===== src/hw/rtl/nes_pkg.sv =====
`timescale 1ns / 1ps
package nes_pkg;

   localparam int LEN_W = 9;

   localparam logic [1:0] CMD_LOAD = 2'd0;
   localparam logic [1:0] CMD_PLAY = 2'd1;
   localparam logic [1:0] CMD_STOP = 2'd2;
   localparam logic [1:0] CMD_TICK = 2'd3;

   localparam logic [1:0] KIND_FREQ    = 2'd0;
   localparam logic [1:0] KIND_VOL     = 2'd1;
   localparam logic [1:0] KIND_SILENCE = 2'd2;
   localparam logic [1:0] KIND_STATUS  = 2'd3;

   localparam logic [1:0] SEL_NONE = 2'd0;
   localparam logic [1:0] SEL_OFF  = 2'd1;
   localparam logic [1:0] SEL_FREQ = 2'd2;
   localparam logic [1:0] SEL_VOL  = 2'd3;

   typedef struct packed {
      logic [1:0]  cmd;
      logic [1:0]  track;
      logic [7:0]  event_index;
      logic        last_of_track;
      logic [31:0] start_time;
      logic [31:0] duration;
      logic [31:0] phase_increment;
      logic [7:0]  volume;
      logic [7:0]  event_channel;
      logic [31:0] now_ms;
   } req_type;

   typedef struct packed {
      logic [1:0]  kind;
      logic [1:0]  osc_channel;
      logic [31:0] value;
      logic        playing;
      logic        last;
   } rsp_type;

   typedef struct packed {
      logic [31:0] st;
      logic [31:0] du;
      logic [31:0] ph;
      logic [7:0]  vo;
      logic [7:0]  ec;
   } event_type;

   typedef struct packed {
      logic [1:0]  kind;
      logic [1:0]  ch;
      logic [31:0] value;
   } entry_type;

   typedef struct packed {
      logic       dec;
      logic       mem_wr;
      logic       play_init;
      logic       stop;
      logic       origin;
      logic       t_inc;
      logic       off_clr;
      logic       rd_issue;
      logic       note_on;
      logic       fin;
      logic       drain;
      logic       wr_en;
      logic [1:0] wr_kind;
      logic [1:0] wr_sel;
   } ctl_type;

   typedef struct packed {
      logic [1:0] cmd;
      logic       run;
      logic       tc_nz;
      logic       no_trk;
      logic       off_hit;
      logic       can_read;
      logic       ev_due;
      logic       last_trk;
      logic       trk_fin;
      logic       buf_empty;
   } sts_type;

endpackage


===== src/hw/rtl/nes_ctrl.sv =====
`timescale 1ns / 1ps
module nes_ctrl
   import nes_pkg::*;
(
   input  logic    clock,
   input  logic    reset,
   input  logic    req_valid,
   output logic    req_stall,
   input  sts_type sts,
   output ctl_type ctl
);

   localparam logic [3:0] S_IDLE  = 4'd0;
   localparam logic [3:0] S_DEC   = 4'd1;
   localparam logic [3:0] S_ORG   = 4'd2;
   localparam logic [3:0] S_OFF   = 4'd3;
   localparam logic [3:0] S_OFF2  = 4'd4;
   localparam logic [3:0] S_TEST  = 4'd5;
   localparam logic [3:0] S_WAIT  = 4'd6;
   localparam logic [3:0] S_VOL   = 4'd7;
   localparam logic [3:0] S_TDONE = 4'd8;
   localparam logic [3:0] S_FIN   = 4'd9;
   localparam logic [3:0] S_STAT  = 4'd10;
   localparam logic [3:0] S_DRAIN = 4'd11;

   logic [3:0] state_ff, state_in;

   assign req_stall = (state_ff != S_IDLE);

   always_comb begin
      ctl      = '0;
      state_in = state_ff;
      unique case (state_ff)
         S_IDLE: begin
            if (req_valid) begin
               ctl.dec  = 1'b1;
               state_in = S_DEC;
            end
         end
         S_DEC: begin
            state_in = S_STAT;
            unique case (sts.cmd)
               CMD_LOAD: ctl.mem_wr = 1'b1;
               CMD_PLAY: begin
                  if (sts.tc_nz) begin
                     ctl.play_init = 1'b1;
                     ctl.wr_en     = 1'b1;
                     ctl.wr_kind   = KIND_SILENCE;
                  end
               end
               CMD_STOP: begin
                  ctl.stop    = 1'b1;
                  ctl.wr_en   = 1'b1;
                  ctl.wr_kind = KIND_SILENCE;
               end
               default: begin
                  if (sts.run) state_in = S_ORG;
               end
            endcase
         end
         S_ORG: begin
            ctl.origin = 1'b1;
            state_in   = sts.no_trk ? S_FIN : S_OFF;
         end
         S_OFF: begin
            if (sts.off_hit) begin
               ctl.wr_en   = 1'b1;
               ctl.wr_kind = KIND_VOL;
               ctl.wr_sel  = SEL_OFF;
               state_in    = S_OFF2;
            end else begin
               state_in = S_TEST;
            end
         end
         S_OFF2: begin
            ctl.wr_en   = 1'b1;
            ctl.wr_kind = KIND_FREQ;
            ctl.wr_sel  = SEL_OFF;
            ctl.off_clr = 1'b1;
            state_in    = S_TEST;
         end
         S_TEST: begin
            if (sts.can_read) begin
               ctl.rd_issue = 1'b1;
               state_in     = S_WAIT;
            end else begin
               state_in = S_TDONE;
            end
         end
         S_WAIT: begin
            if (sts.ev_due) begin
               ctl.wr_en   = 1'b1;
               ctl.wr_kind = KIND_FREQ;
               ctl.wr_sel  = SEL_FREQ;
               state_in    = S_VOL;
            end else begin
               state_in = S_TDONE;
            end
         end
         S_VOL: begin
            ctl.wr_en   = 1'b1;
            ctl.wr_kind = KIND_VOL;
            ctl.wr_sel  = SEL_VOL;
            ctl.note_on = 1'b1;
            state_in    = S_TEST;
         end
         S_TDONE: begin
            ctl.t_inc = 1'b1;
            state_in  = sts.last_trk ? S_FIN : S_OFF;
         end
         S_FIN: begin
            ctl.fin = 1'b1;
            if (sts.trk_fin) begin
               ctl.wr_en   = 1'b1;
               ctl.wr_kind = KIND_SILENCE;
            end
            state_in = S_STAT;
         end
         S_STAT: begin
            ctl.wr_en   = 1'b1;
            ctl.wr_kind = KIND_STATUS;
            state_in    = S_DRAIN;
         end
         S_DRAIN: begin
            ctl.drain = 1'b1;
            if (sts.buf_empty) state_in = S_IDLE;
         end
         default: state_in = S_IDLE;
      endcase
   end

   always_ff @(posedge clock) begin
      if (reset) begin
         state_ff <= S_IDLE;
      end else begin
         state_ff <= state_in;
      end
   end

   a_idle_empty: assert property (@(posedge clock) disable iff (reset)
      state_ff == S_IDLE |-> sts.buf_empty) else $error("results left in buffer");
   a_stat_drain: assert property (@(posedge clock) disable iff (reset)
      state_ff == S_STAT |=> state_ff == S_DRAIN) else $error("status not followed by drain");
   a_idle_nowr: assert property (@(posedge clock) disable iff (reset)
      state_ff == S_IDLE |-> !ctl.wr_en) else $error("buffer write while idle");

endmodule


===== config.mk =====
export PLATFORM = sky130hd
export DESIGN_NAME = nes_ctrl
export DESIGN_NICKNAME = d
export VERILOG_FILES = /design/src/hw/rtl/nes_pkg.sv /design/src/hw/rtl/nes_ctrl.sv
export SDC_FILE = /design/constraint.sdc
export NUM_CORES = 1
export LEC_CHECK = 0
export BUFFER_PORTS_ARGS = -buffer_cell sky130_fd_sc_hd__buf_2
export CAP_MARGIN = 40
export CORE_UTILIZATION = 47
export DETAILED_ROUTE_END_ITERATION = 7
export PLACE_DENSITY_LB_ADDON = 0.08
export SYNTH_ARGS = -nofsm -noshare
export SYNTH_HDL_FRONTEND = slang
export SYNTH_SLANG_ARGS = --single-unit

===== constraint.sdc =====
create_clock -name clock -period 3.5 [get_ports clock]
set_input_delay 0.35 -clock clock [delete_from_list [all_inputs] [get_ports clock]]
set_output_delay 0.35 -clock clock [all_outputs]
set_load 0.02 [all_outputs]

==> results.md <==
- The synthesized design contains 0 enable-type register cells.
- The routability congestion estimate from global placement is 0.804.
- The sum of negative setup slack is 0 ps.
- The fraction of registers with async set or reset after synthesis is 0%.
- The max-cap violation count is 0.
- Of the available clock period, the critical path in the final layout requires 63.8%.
- The initial antenna violation count is 0.
- The area of the core is 1160 µm².
- Along the worst hold path, the cell count comes to 2.
- Sequential cells burn 29.0% of the power.
- The register with the highest flop count is state_ff.
- The number of nets handed over by synthesis was 110.
- Cells with a size suffix above 1 make up 29.9% of the layout.
- The count of pins on the block boundary is 31.
- The clock insertion delay at the later pin of the skew report is 240 ps.
- In the final design database the tool counted 137 nets.
- The worst hold path class is in2reg.
- Setup repair after global routing left no endpoint under its margin.
- The count of TritonRoute iterations in the first routing pass is 4.
- Summed over all cells, the static leakage comes to 0.000378 µW.
- Per report_power, the clock group accounts for 11.9% of the total.
- Net switching is 54.3% of the power.
- The max-slew headroom at the worst pin is 52.0%.
- The switching power of the nets is 268 µW.
- The DRC violation count after routing is 0.
- For the worst flop-to-flop path, the logic depth is 3.
- The prevailing post-synth register cell is dfxtp_1.
- Summing the areas of all compound-gate instances in the mapped netlist gives 28.0% of the synthesized area.
- Summed over all nets, the half-perimeter wirelength after detailed placement is 1.09 mm.
- The CTS tree is yes.
- The reg-to-reg setup timing slack is 1930 ps.
- The area fraction in and, or, nand and nor cells after synthesis is 40.7%.
- The die boundary width is 38.2 µm.
- The first global-routing pass estimated 2.31 mm of wire.
- The maximum clock skew at final layout is 2.11 ps.
- STA classifies the critical path startpoint as a flop.
- For this run, the number of Yosys warnings is 0.
- The total global routing overflow is 0.
- The max-slew violation count is 0.
- The number of placement rows is 12.
- The data required time of the worst path is 3150 ps.
- The mean instance size in the synthesized netlist is 6.69 µm².
- The root buffer cell chosen for the clock tree is clkbuf_4.
- The number of setup buffers added after CTS is 0.
- The worst setup path is of the reg2out kind.
- The critical path arrival is 1880 ps.
- After the first detailed-routing iteration, the DRC count stood at 22.
- After synthesis, flip-flops and latches occupy 13.0% of the total area.
- The endpoint class of the critical path is an output port.
- The share of the synthesized area in the top cell type is 13.0%.
- With fillers left out, the area of the finished cells amounts to 754 µm².
- Counting along the longest clock path gives a buffer depth of 2.
- Once placement finished, the instance area stood at 732 µm².
- The count of antenna diodes in the layout is 0.
- The post-synthesis cell count is 92.
- The internal power component is 225 µW.
- The number of I/O port buffers is 30.
- In this run the worst path has a maximum fanout of 23.
- The largest family of logic cells by synthesized area is simple AND/OR/NAND/NOR gates.
- The via count is 709.
- The flow ran to the end, and the final reports show no timing, DRC or antenna violations.
- The number of hold buffers added after CTS was 0.
- The register with the most flip-flops in the layout has 4 of them.
- At the pin with the least slew margin, the transition time is 718 ps.
- The portion of total power attributed to combinational logic is 59.2%.
- The number of routed nets with antenna violations is 0.
- For this run, the total global-route usage over all layers was measured as 22.3%.
- The floorplan die area is 1460 µm².
- The netlist area before placement is 616 µm².
- The maximum ir drop on the vdd rail is 0.305 mV.
- The pin count of the biggest net entering global routing is 24.
- The filler cells instantiated in the layout total 100.
- The number of hold violations in the final report is 0.
- The die is 38.2 µm tall.
- The power per cell area is 653 nW/µm².
- The starting density of the core is 53.2%.
- The final cell utilization of the core is 65.3%.
- The multi-input combinational cells in the finished layout cover a total of 473 µm².
- In the final layout, the registers with the most flip-flops are state_ff (4).
- Setup violations remaining at the end of the flow were counted as 0.
- Static timing analysis puts the maximum clock frequency at 448 MHz.
- The area added between synthesis and finish is 22.6%.
- The average routed wire per standard cell is 11.5 µm.
- The area share of xor/xnor cells in the synthesized design is 0%.
- The sequential cells in the finished layout cover a total of 80.1 µm².
- For this block, the routed nets add up to 1.51 mm of wire.
- The post-CTS resize count is 0.
- TritonCTS created 3 clock buffers.
- The synthesized netlist devotes 8.13% of its cell area to adder and majority cells.
- The smallest clock period supported by the final layout is computed as 2230 ps.
- The number of distinct library cells after synthesis is 33.
- The clock transition at the registers of the reported paths is 40 ps.
- The number of sinks handled by clock tree synthesis is 4.
- The number of flip-flops and latches in the synthesized netlist is 4.
- The number of H-tree levels is 1.
- After synthesis, the cell types taking the most area are dfxtp_1 (13%), ha_1 (8.1%), nor2_1 (7.9%), a21oi_1 (6.5%), nand2b_1 (6.1%).
- The number of global-route vias before repair was 522.
- Using the TritonRoute via totals, the vias-per-cell ratio works out to 5.41.
- The portion of netlist area occupied by mux cells is 0%.
- The cell type with the highest aggregate area in the netlist is dfxtp_1.
[cells in the final DEF, fill, tap and decap left out, drive strengths merged, types with 2 or more instances in the layout]
cell type  Yosys  final
a21o           2      2
nor2          13     13
o21ai          3      3
nor2b          4      4
nand2          8      8
buf            8     30
nand2b         7      7
and3           2      2
o32ai          2      2
dfxtp          4      4
and2           2      2
inv            3      3
nor3           6      6
a21oi          8      8
o21bai         2      2
nand3          2      2
clkbuf         0      3
ha             4      4
[power by group through the flow]
stage	clock network [µW]	registers, µW	logic [µW]
after global placement	0	141	288
after detailed placement	0	141	290
final	58.5	143	292
after CTS	59.5	141	292
after floorplan	0	74.2	296
after global routing	64.7	153	323
[layout make-up]
type	instances	share of cell area [%]
Sequential cell	4	10.6
Clock buffer	3	2.99
Multi-Input combinational cell	77	62.7
Timing Repair Buffer	30	19.9
Inverter	3	1.49
Tap cell	14	2.32
[final timing paths]
check	end	from
worst min register to register	state_ff[2]	state_ff[2]
worst max-delay path	ctl[4]	state_ff[0]
worst max register to register	state_ff[0]	state_ff[0]
worst min-delay path	state_ff[0]	reset
[through the flow]
step | worst slack, ps | cells | total power (µW) | hold slack (ps)
2_1_floorplan | 1700 | 92 | 370 | 416
3_3_place_gp | 1580 | 128 | 429 | 600
3_5_place_dp | 1520 | 128 | 431 | 597
4_1_cts | 1270 | 131 | 492 | 349
5_1_grt | 1090 | 131 | 540 | 363
6_report | 1270 | 131 | 493 | 356
[synthesized netlist by cell type (3+ instances only)]
master and number:
nor2_1 13, a21oi_1 8, nand2_1 8, nand2b_1 6, nor3_1 6, buf_2 5
dfxtp_1 4, ha_1 4, nor2b_1 4, inv_1 3
[metal layers]
| metal | vias to the layer above | global-route usage (%) | part of all wire, % | wire, µm |
|---|---|---|---|---|
| met5 | - | 0 | 0 | 0 |
| met4 | 0 | 2.68 | 0 | 0 |
| met3 | 0 | 5.23 | 8.6 | 129 |
| met2 | 37 | 32.6 | 42 | 627 |
| met1 | 292 | 33.3 | 50 | 748 |
| li1 | 380 | - | - | - |
[worst max-delay path, cell delays in order (launching register included)]
cell and delay, ps:
dfxtp_1 770, nand2b_1 270, a21boi_1 190, o2bb2ai_1 100, o21bai_1 150, buf_2 160
[kinds of logic (layout without fill, tap and decap cells)]
| group | after synthesis | in the layout |
|---|---|---|
| fa+ha+maj | 4 | 4 |
| compound gates | 25 | 25 |
| buf+inv | 11 | 36 |
| flops | 4 | 4 |
| simple gates | 48 | 48 |
Note: power is estimated with default switching activity, not from simulation.
